$ cat config.mk
export PLATFORM = sky130hd
export DESIGN_NAME = earliest_free_worker_scheduler
export DESIGN_NICKNAME = d
export VERILOG_FILES = /design/src/efws_pkg.sv /design/src/efws_heap_mem.sv /design/src/earliest_free_worker_scheduler.sv
export SDC_FILE = /design/constraint.sdc
export NUM_CORES = 2
export LEC_CHECK = 0
export ABC_AREA = 1
export ABC_CLOCK_PERIOD_IN_PS = 10100
export BUFFER_PORTS_ARGS = -buffer_cell sky130_fd_sc_hd__buf_2
export CORE_MARGIN = 3
export CORE_UTILIZATION = 35
export DETAILED_ROUTE_END_ITERATION = 16
export HOLD_SLACK_MARGIN = 0.02
export PLACE_DENSITY_LB_ADDON = 0.08
export RECOVER_POWER = 50
export SYNTH_ARGS = -nofsm -noshare
export SYNTH_HDL_FRONTEND = slang
export SYNTH_SLANG_ARGS = --single-unit
$ cat constraint.sdc
create_clock -name clk -period 10.1 [get_ports clk]
set_input_delay 1.01 -clock clk [delete_from_list [all_inputs] [get_ports clk]]
set_output_delay 1.01 -clock clk [all_outputs]
set_load 0.005 [all_outputs]
$ cat src/efws_pkg.sv
`default_nettype none
package efws_pkg;

	// fixed field widths
	localparam int COST_W  = 32;
	localparam int TIME_W  = 64;
	localparam int CNT_W   = 5;
	localparam int WID_W   = 4;
	localparam int TDATA_W = 72;

	// largest heap the 5-bit worker count can address
	localparam int CNT_MAX = 31;

	// free time of a saturated worker
	localparam logic [TIME_W-1:0] TIME_SAT = '1;

	typedef enum logic [1:0] {
		ST_IDLE,
		ST_ROOT,
		ST_SIFT,
		ST_EMIT
	} efws_state_t;

endpackage
`default_nettype wire

$ cat src/efws_heap_mem.sv
`default_nettype none
// Heap slot storage: one write port, two registered read ports.
// A slot never written since reset or the last clear reads as its reset
// value (free time zero, worker equal to slot number).
module efws_heap_mem #(
	parameter int DEPTH = 16
) (
	input  wire logic                                     clk,
	input  wire logic                                     arst_n,
	input  wire logic                                     clr,
	input  wire logic                                     wr_en,
	input  wire logic [((DEPTH > 1) ? $clog2(DEPTH) : 1)-1:0] wr_addr,
	input  wire logic [efws_pkg::TIME_W-1:0]              wr_time,
	input  wire logic [((DEPTH > 1) ? $clog2(DEPTH) : 1)-1:0] wr_wk,
	input  wire logic [((DEPTH > 1) ? $clog2(DEPTH) : 1)-1:0] rd_addr_a,
	input  wire logic [((DEPTH > 1) ? $clog2(DEPTH) : 1)-1:0] rd_addr_b,
	output logic      [efws_pkg::TIME_W-1:0]              rd_time_a,
	output logic      [((DEPTH > 1) ? $clog2(DEPTH) : 1)-1:0] rd_wk_a,
	output logic      [efws_pkg::TIME_W-1:0]              rd_time_b,
	output logic      [((DEPTH > 1) ? $clog2(DEPTH) : 1)-1:0] rd_wk_b
);
	import efws_pkg::*;

	localparam int IDX_W = (DEPTH > 1) ? $clog2(DEPTH) : 1;

	logic [TIME_W-1:0] mem_time [DEPTH];
	logic [IDX_W-1:0]  mem_wk   [DEPTH];
	logic [DEPTH-1:0]  vld_q;

	logic [TIME_W-1:0] dat_time_a_q, dat_time_b_q;
	logic [IDX_W-1:0]  dat_wk_a_q, dat_wk_b_q;
	logic [IDX_W-1:0]  addr_a_q, addr_b_q;
	logic              hit_a_q, hit_b_q;

	// storage array, no reset
	always_ff @(posedge clk) begin
		if (wr_en) begin
			mem_time[wr_addr] <= wr_time;
			mem_wk[wr_addr]   <= wr_wk;
		end
		dat_time_a_q <= mem_time[rd_addr_a];
		dat_wk_a_q   <= mem_wk[rd_addr_a];
		dat_time_b_q <= mem_time[rd_addr_b];
		dat_wk_b_q   <= mem_wk[rd_addr_b];
		addr_a_q     <= rd_addr_a;
		addr_b_q     <= rd_addr_b;
	end

	// written-since-clear flags; a clear also masks reads in the same cycle
	always_ff @(posedge clk or negedge arst_n) begin
		if (!arst_n) begin
			vld_q   <= '0;
			hit_a_q <= 1'b0;
			hit_b_q <= 1'b0;
		end else begin
			hit_a_q <= vld_q[rd_addr_a] & ~clr;
			hit_b_q <= vld_q[rd_addr_b] & ~clr;
			if (clr) begin
				vld_q <= '0;
			end else if (wr_en) begin
				vld_q[wr_addr] <= 1'b1;
			end
		end
	end

	// unwritten slots read as their reset value
	assign rd_time_a = hit_a_q ? dat_time_a_q : '0;
	assign rd_wk_a   = hit_a_q ? dat_wk_a_q   : addr_a_q;
	assign rd_time_b = hit_b_q ? dat_time_b_q : '0;
	assign rd_wk_b   = hit_b_q ? dat_wk_b_q   : addr_b_q;

endmodule
`default_nettype wire

$ cat src/earliest_free_worker_scheduler.sv
`default_nettype none
// Earliest-free worker scheduler.
// Input stream s_axis: one job per transfer, cost in tdata, tuser[0] set on
// the first job of a batch (all workers free at zero, slot i holds worker i).
// Output stream m_axis: one result per job, the chosen worker (lowest free
// time, lower worker number on a tie) and the job's start time.
// cfg_*: writes worker_count (0 acts as 1, large values clamp to the heap
// size); cfg_ready is always high. Write it only while the block is idle.
// Timing: after a job is accepted, the ROOT state takes the heap root and
// charges the cost, then the sift-down runs one heap level per cycle
// through a single compare unit fed by the two child read ports of the
// slot memory, then the EMIT state hands the result to the output
// register. s_axis_tready stays low from acceptance until EMIT has handed
// the result on and the block is idle again.
// A result waiting in the output register does not stop the next job from
// being accepted; only its own hand-off waits while m_axis_tready is low.
// Reset: no result pending, worker_count = 1, all workers free at zero.
module earliest_free_worker_scheduler #(
	parameter int MAX_WORKERS = 16
) (
	input  wire logic                         clk,
	input  wire logic                         arst_n,
	// job_cost [31:0]
	input  wire logic [efws_pkg::COST_W-1:0]  s_axis_tdata,
	// new_batch [0]
	input  wire logic [0:0]                   s_axis_tuser,
	input  wire logic                         s_axis_tvalid,
	output logic                              s_axis_tready,
	// worker_id [3:0], start_time [67:4], zero [71:68]
	output logic      [efws_pkg::TDATA_W-1:0] m_axis_tdata,
	output logic                              m_axis_tvalid,
	input  wire logic                         m_axis_tready,
	input  wire logic [efws_pkg::CNT_W-1:0]   cfg_data,
	input  wire logic                         cfg_valid,
	output logic                              cfg_ready
);
	import efws_pkg::*;

	localparam int DEPTH = (MAX_WORKERS < CNT_MAX) ? MAX_WORKERS : CNT_MAX;
	localparam int IDX_W = (DEPTH > 1) ? $clog2(DEPTH) : 1;
	localparam int CH_W  = IDX_W + 2;
	localparam int KEY_W = TIME_W + IDX_W;
	localparam logic [CNT_W-1:0] SIZE_MAX = CNT_W'(DEPTH);

	efws_state_t state_q, state_d;

	logic [CNT_W-1:0]  worker_count_q;
	logic [COST_W-1:0] cost_q;
	logic [CNT_W-1:0]  size_q;
	logic [IDX_W-1:0]  pos_q;
	logic [TIME_W-1:0] cur_time_q;
	logic [IDX_W-1:0]  cur_wk_q;
	logic [TIME_W-1:0] res_time_q;
	logic [IDX_W-1:0]  res_wk_q;
	logic [TIME_W-1:0] out_time_q;
	logic [WID_W-1:0]  out_wk_q;
	logic              out_vld_q;

	logic              in_xfer;
	logic              out_load;
	logic [CNT_W-1:0]  size_d;

	// memory interface
	logic              mem_clr;
	logic              mem_we;
	logic [IDX_W-1:0]  mem_waddr;
	logic [TIME_W-1:0] mem_wtime;
	logic [IDX_W-1:0]  mem_wwk;
	logic [IDX_W-1:0]  mem_raddr_a, mem_raddr_b;
	logic [TIME_W-1:0] rd_time_a, rd_time_b;
	logic [IDX_W-1:0]  rd_wk_a, rd_wk_b;

	// compare unit
	logic [CH_W-1:0]   lc, rc, best, best_lc, best_rc;
	logic              lc_ok, rc_ok, l_lt_c, r_lt_c, r_lt_l, pick_r, move;
	logic [KEY_W-1:0]  key_cur, key_l, key_r;
	logic [TIME_W:0]   sum;
	logic [WID_W+IDX_W-1:0] wk_ext;

	assign cfg_ready = 1'b1;
	assign in_xfer   = s_axis_tvalid & s_axis_tready;

	// clamp worker count to 1..DEPTH
	always_comb begin
		if (worker_count_q == '0) begin
			size_d = CNT_W'(1);
		end else if (worker_count_q > SIZE_MAX) begin
			size_d = SIZE_MAX;
		end else begin
			size_d = worker_count_q;
		end
	end

	// saturating update of the root free time
	assign sum = {1'b0, rd_time_a} + {{(TIME_W - COST_W + 1){1'b0}}, cost_q};

	// child compare at the current slot
	assign lc      = {1'b0, pos_q, 1'b1};
	assign rc      = lc + CH_W'(1);
	assign lc_ok   = lc < CH_W'(size_q);
	assign rc_ok   = rc < CH_W'(size_q);
	assign key_cur = {cur_time_q, cur_wk_q};
	assign key_l   = {rd_time_a, rd_wk_a};
	assign key_r   = {rd_time_b, rd_wk_b};
	assign l_lt_c  = lc_ok & (key_l < key_cur);
	assign r_lt_c  = rc_ok & (key_r < key_cur);
	assign r_lt_l  = rc_ok & (key_r < key_l);
	assign pick_r  = l_lt_c ? r_lt_l : r_lt_c;
	assign move    = l_lt_c | r_lt_c;
	assign best    = pick_r ? rc : lc;
	assign best_lc = {best[CH_W-2:0], 1'b1};
	assign best_rc = best_lc + CH_W'(1);

	// next state
	always_comb begin
		state_d = state_q;
		case (state_q)
			ST_IDLE: if (in_xfer) state_d = ST_ROOT;
			ST_ROOT: state_d = ST_SIFT;
			ST_SIFT: if (!move) state_d = ST_EMIT;
			ST_EMIT: if (!out_vld_q || m_axis_tready) state_d = ST_IDLE;
			default: state_d = ST_IDLE;
		endcase
	end

	// control outputs
	always_comb begin
		s_axis_tready = 1'b0;
		mem_clr       = 1'b0;
		mem_we        = 1'b0;
		mem_waddr     = pos_q;
		mem_wtime     = cur_time_q;
		mem_wwk       = cur_wk_q;
		mem_raddr_a   = '0;
		mem_raddr_b   = '0;
		out_load      = 1'b0;
		case (state_q)
			ST_IDLE: begin
				s_axis_tready = 1'b1;
				mem_clr       = in_xfer & s_axis_tuser[0];
			end
			ST_ROOT: begin
				mem_raddr_a = IDX_W'(1);
				mem_raddr_b = IDX_W'(2);
			end
			ST_SIFT: begin
				mem_we      = 1'b1;
				mem_raddr_a = best_lc[IDX_W-1:0];
				mem_raddr_b = best_rc[IDX_W-1:0];
				if (move) begin
					mem_wtime = pick_r ? rd_time_b : rd_time_a;
					mem_wwk   = pick_r ? rd_wk_b : rd_wk_a;
				end
			end
			ST_EMIT: out_load = !out_vld_q || m_axis_tready;
			default: ;
		endcase
	end

	// control registers
	always_ff @(posedge clk or negedge arst_n) begin
		if (!arst_n) begin
			state_q        <= ST_IDLE;
			worker_count_q <= CNT_W'(1);
			out_vld_q      <= 1'b0;
		end else begin
			state_q <= state_d;
			if (cfg_valid && cfg_ready) begin
				worker_count_q <= cfg_data;
			end
			if (out_load) begin
				out_vld_q <= 1'b1;
			end else if (m_axis_tready) begin
				out_vld_q <= 1'b0;
			end
		end
	end

	// datapath registers
	always_ff @(posedge clk) begin
		if (in_xfer) begin
			cost_q <= s_axis_tdata;
			size_q <= size_d;
		end
		if (state_q == ST_ROOT) begin
			res_time_q <= rd_time_a;
			res_wk_q   <= rd_wk_a;
			cur_wk_q   <= rd_wk_a;
			cur_time_q <= sum[TIME_W] ? TIME_SAT : sum[TIME_W-1:0];
			pos_q      <= '0;
		end
		if (state_q == ST_SIFT && move) begin
			pos_q <= best[IDX_W-1:0];
		end
		if (out_load) begin
			out_time_q <= res_time_q;
			out_wk_q   <= wk_ext[WID_W-1:0];
		end
	end

	assign wk_ext = {{WID_W{1'b0}}, res_wk_q};

	assign m_axis_tvalid = out_vld_q;
	assign m_axis_tdata  = {{(TDATA_W - TIME_W - WID_W){1'b0}}, out_time_q, out_wk_q};

	efws_heap_mem #(
		.DEPTH(DEPTH)
	) u_mem (
		.clk       (clk),
		.arst_n    (arst_n),
		.clr       (mem_clr),
		.wr_en     (mem_we),
		.wr_addr   (mem_waddr),
		.wr_time   (mem_wtime),
		.wr_wk     (mem_wwk),
		.rd_addr_a (mem_raddr_a),
		.rd_addr_b (mem_raddr_b),
		.rd_time_a (rd_time_a),
		.rd_wk_a   (rd_wk_a),
		.rd_time_b (rd_time_b),
		.rd_wk_b   (rd_wk_b)
	);

endmodule
`default_nettype wire

* Word-level counts from Yosys, hierarchy flattened *
Memories as Yosys holds them, arrays and structs flattened. A register that Yosys moved wholly into a read port is not among the register bits.
Cells that the tools add are included.

storage, ports and cells
  bits of input ports = 43
  flip-flop bits (word level) = 275
  memories = 2
  RAM bits = 1088
  memory bits (read-only) = 0
  logic and storage cells = 96
  bits in latches = 0

memories
  name            depth  bits a word  rd ports  clocked after Yosys merged registers in  wr ports  line                 source
  u_mem.mem_time  16     64           2         2                                        1         efws_heap_mem.sv:26  logic [TIME_W-1:0] mem_time [DEPTH];
  u_mem.mem_wk    16     4            2         2                                        1         efws_heap_mem.sv:27  logic [IDX_W-1:0] mem_wk [DEPTH];

cells by class
  $mul = 0
  divide/modulo/power cells = 0
  bitwise logic cells = 10
  multiplexer cells = 37
  shift operators = 0
  equal/unequal tests = 6
  magnitude comparators = 10
  add/subtract/negate cells = 3
  reduce and logical (&&, ||, !) cells = 11

operator list
  cell                                                                  number
  64-bit 2-to-1 mux                                                     5
  68-bit < comparator                                                   3
  64-bit by 32-bit adder with 65-bit output                             1
  16-bit 2-to-1 mux                                                     2
  4-bit 2-to-1 mux                                                      8
  16-bit bitwise OR                                                     1
  4-bit one-hot mux with 2 select lines                                 2
  4-bit by 5-bit < comparator with 1-bit output, second input constant  3
  1-bit 2-to-1 mux                                                      12
  1-bit binary-select mux with 4-bit select                             2
  2-bit one-hot mux with 4 select lines                                 1
  1-bit bitwise AND                                                     7
  5-bit by 1-bit adder with 6-bit output, second input constant         1
  6-bit by 5-bit < comparator with 1-bit output                         1
  2-bit 2-to-1 mux                                                      3
  2-bit inequality test, second input constant                          3
  2-bit nonzero test                                                    3
  5-bit greater-than comparator, second input constant                  1
  5-bit logical NOT                                                     1
  5-bit < comparator                                                    1
  5-bit 2-to-1 mux                                                      1
  4-bit by 1-bit adder with 4-bit output, second input constant         1
  1-bit demux with 4-bit select                                         1
  2-bit == test, second input constant                                  2
  10 further kinds                                                      11

* Depth between registers and ports, before layout *
  depth in word-level cells = 10
  gate-level depth with buffers = 33
  depth with buffers taken out = 25

* Modules after synthesis *
From an unflattened synthesis, not the netlist that was laid out.

second synthesis, totals
  cells, all modules = 8237
  area, all modules = 77221.6 sq um

by module, submodules not included
  module                          seq. area each (sq um)  area an instance (sq um)  cells an instance  times used
  efws_heap_mem                   36004.5                 58167.0                   5810               1
  earliest_free_worker_scheduler  7438.4                  19054.5                   2427               1

* Worst setup path before layout *
Ideal clock, no wire load.

  kind = register to register
  from = reg state_q[1]
  to = reg u_mem.dat_wk_b_q[0], read port of u_mem.mem_wk
  stages on the path, launching flop included = 13
  data required time = 9.987 ns
  path buffers = 3
  path slack = 4.715 ns
  arrival time = 5.272 ns
  setup time = 0.113 ns
  clock period less this slack = 5.385 ns
  cell sequence = dfrtp_1 inv_1 ha_1 inv_1 nand3_1 nand3_4 buf_6 buf_6 buf_2 o211ai_1 nand2_1 nand2_1 nand2_1

on the way
  longest elaborated chain between the ends = 2
  elaborated cells between the ends (all ways) = 3
  those cells by class = eq/ne (2); mux (1)

RTL lines
  element                                                                    line                                   source
  start, declared                                                            earliest_free_worker_scheduler.sv:45   efws_state_t state_q, state_d;
  start signal, assigned                                                     earliest_free_worker_scheduler.sv:167  state_q <= state_d;
  2-bit == test or 2-bit by 1-bit == test with 1-bit output (tied branches)  earliest_free_worker_scheduler.sv:137  case (state_q)
  4-bit one-hot mux with 2 select lines *                                    earliest_free_worker_scheduler.sv:137
  end, declared                                                              efws_heap_mem.sv:31                    logic [IDX_W-1:0] dat_wk_a_q, dat_wk_b_q;

Mark *: on every way between the ends. The rest lies on a longest branch, timed or not.
A chain may end at the register's enable or synchronous reset.

* Final worst setup path *
  from = reg state_q[0]
  to = mem u_mem.mem_time[3][14], enable pin

on the way
  longest elaborated chain between the ends = 4

RTL lines
  element                                 line                                   source
  2-bit == test                           earliest_free_worker_scheduler.sv:137
  1-bit 2-to-1 mux                        earliest_free_worker_scheduler.sv:137
  1-bit 2-to-1 mux                        efws_heap_mem.sv:37                    if (wr_en) begin
  1-bit 2-to-1 mux (not written as such)  efws_heap_mem.sv:38                    mem_time[wr_addr] <= wr_time;
  end, declared                           efws_heap_mem.sv:26

No other way between the ends.

==> flow_summary.yaml <==
die:
  start_util_pct: 35.3
  dieArea_mm2: 0.210
  die_h_um: 458
  floorplan.die.width_um: 458
  top_level_ports: 118
  rows: 165
  core_mm2: 0.203
critical_path:
  worstPathBufferInverterCount: 2
  cp_data_required_time_ns: 10.41
  critPathArrivalTime_ns: 8.47
  startpoint_type: "register"
  crit_start: "state_q[0]$_DFFE_PN0P_"
  timing.critical_path.to_type: "register"
  cpPeakStageDelay_ns: 3.20
  critical_path.cell_chain: "inv_1 -> ha_1 -> nand2_1 -> nor2_1 -> clkbuf_1"
  critPathTopFamily: "buffers and inverters"
  crit_type: "register to register"
  critPathMaxFanout: 47
  critical-path-slowest-cell: "clkbuf_1"
  timing.rr.start: "state_q[0]$_DFFE_PN0P_"
sta:
  slew_viol_final: 1584
  clock-skew-final_ns: 0.0314
  fin_crit_sh_pct: 80.8
  final-hold-violation-count: 0
  max-slew-margin-rel_pct: -420
  final_setup_violating_endpoints: 0
  worstMarginPinSlew_ns: 7.80
  fmaxAchievable_ghz: 0.123
  hold_ws_ns: 0.365
  period_minus_slack_ns: 8.16
  grt_setup_unrepaired: "no"
  final.setup.tns_ns: 0
clock_tree:
  cts_tree: "done"
  cts_made_buffers: 172
  hold_buffers: 0
  cts_root_buffer: "clkbuf_16"
  cts.sinks: 1498
  cts.reportedPaths.clkPinSlew_ns: 0.06
  clock_path_buffers: 3
  insertion_delay_ns: 0.83
  cts-htree-levels: 4
  cts_post_setup_buffers_inserted: 0
  post_cts.resized_instances: 0
cells_and_area:
  most_frequent_cells_in_the_layout: "nand2_1 (2,404), edfxtp_1 (1,329), o21ai_0 (761), inv_1 (733), nor2_1 (338)"
  most_common_cell_after_layout_fill_and_taps_aside: "nand2_1"
  ff_latch_area_mm2: 0.0434
  final_area_mm2: 0.0805
  area_used_by_multi_input_combinational_logic_mm2: 0.0237
  fill_cells: 20000
  areaGrowthSynthToFinish_pct: 12.6
  final_nets: 7706
  post_route_cells_drive_above_1_share_pct: 6.70
flow_run:
  cap_viol_max_count: 41
synthesis:
  yosysTopAreaCellShare_pct: 55.8
  postSynthRegisterBits: 1498
  asyncSetResetFlopFracSynth_pct: 1.74
  synth.distinct_cells: 58
  ys.flop_type: "edfxtp_1"
  syn_area_mm2: 0.0715
  synth.yosys.seq_area_share_pct: 60.8
  synth_edf_count: 1329
  synth.largest_area_cell: "edfxtp_1"
  top_cells_by_area_synth: "edfxtp_1 (56%), nand2_1 (13%), o21ai_0 (5.4%)"
  synthCells: 7387
  yosys_warnings: 0
  synth.avg_cell_area_um2: 9.67
global_route:
  groute.usage.overall_pct: 23.6
  grt_first_pass_wirelength_um: 361000
  grt_start_max_net_pins: 148
  first_global_vias: 49900
  antenna_violations_before_repair: 18
  overflow: 0
routing:
  drt-initial-drc-count: 5506
  avgRoutedWirePerCell_um: 24.6
  route.vias.total: 53200
  drt-pass1-iter-count: 6
  detail_route.wirelength_um: 252000
  route.detailed.drc: 0
  avgViaCountPerCell: 5.19
  detail-route-antenna-nets: 0
status:
  outcome: "finished, violations left"
  violations: "capacitance limit, slew limit"
placed_design:
  routabilityCongestion: 0.932
  dp.final_hpwl_um: 151000
  portBuffers: 112
  place_area_mm2: 0.0751
min_path:
  min_from: "s_axis_tdata[11]"
  hold_class: "input pin to register"
-- cell usage after synthesis, types with 30 or more instances --
library cell and number:
clkbuf_1 232, nor2_1 347, o211ai_1 213, nand3_1 307, nand2_1 2398, nand4_1 30, nor3_1 36, a21oi_1 190
ha_1 240, o21ai_0 773, buf_2 102, inv_1 737, edfxtp_1 1329, mux2i_1 68, dfxtp_1 143
-- per-layer routing --
layer / global-route usage (%) / up-vias / part of all wire, % / wire [um]
met5: 0 / - / 0.0052 / 13
met4: 5.83 / 2 / 2.2 / 5520
met3: 3.40 / 290 / 6.9 / 17400
met2: 34.7 / 1804 / 42 / 107000
met1: 36.3 / 26100 / 49 / 122000
li1: - / 25000 / - / -
-- per-stage QoR --
| stage | std cells | setup WS [ns] | utilization, % |
|---|---|---|---|
| after floorplan | 7390 | 4.71 | - |
| after global placement | 9921 | 3.14 | 37.1 |
| after detailed placement | 9921 | 3.21 | 37.1 |
| after CTS | 10200 | 3.22 | 39.9 |
| after global routing | 10200 | 1.68 | 39.7 |
| final | 10200 | 1.94 | 39.7 |
-- worst reg2reg max path: stages, from the launching register on --
cell	delay (ns)
dfrtp_1	0.41
inv_1	0.11
ha_1	0.77
nand2_1	0.38
nor2_1	2.68
clkbuf_1	3.24
-- path summary, 6_finish.rpt --
check | slack (ns) | to | cells after the start
worst min register to register | 0.41 | out_time_q[27]$_DFFE_PP_ | 0
worst max-delay path | 1.94 | u_mem.mem_time[3][14]$_DFFE_PP_ | 5
worst max register to register | 1.94 | u_mem.mem_time[3][14]$_DFFE_PP_ | 5
worst min-delay path | 0.36 | cost_q[11]$_DFFE_PP_ | 1
max in group asynchronous | 8.12 | u_mem.hit_b_q$_DFF_PN0_ | 1
min in group asynchronous | 0.67 | worker_count_q[1]$_DFFE_PN0P_ | 1
-- layout make-up --
cell class                 instances  area share [%]
inverter                         744            3.50
tap                             2672            4.16
sequential                      1498            54.0
antenna                            3         0.00933
clock buffer                     253            6.16
multi-input combinational       4764            29.5
timing repair buffer             243            1.75
clock inverter                    70           0.944
-- kinds of logic after synthesis --
| logic type | after synthesis | synth area share (%) |
|---|---|---|
| buffers and inverters | 1128 | 6.33 |
| muxes | 71 | 1.00 |
| other | 2 | 0.0105 |
| and+or+nand+nor | 3161 | 17.5 |
| xor gates and xnor gates | 24 | 0.294 |
| DFF | 1498 | 60.8 |
| AOI/OAI and AO/OA | 1263 | 9.86 |
| adders and majority gates | 240 | 4.20 |
-- registers in the layout (all words and copies together) (netlist names), 3 cells and up --
register	count
cost_q	32
u_mem.dat_wk_a_q	4
mem_waddr	4
out_time_q	64
res_time_q	64
u_mem.addr_a_q	4
cur_time_q	64
u_mem.mem_time	1024
u_mem.vld_q	16
u_mem.dat_time_a_q	64
u_mem.dat_wk_b_q	4
size_q	5
res_wk_q	4
worker_count_q	5
u_mem.mem_wk	64
u_mem.dat_time_b_q	64
u_mem.addr_b_q	3
out_wk_q	4
Power is not shown: default switching activity piles up to over one toggle a cycle in this logic, so the estimate is an artifact.
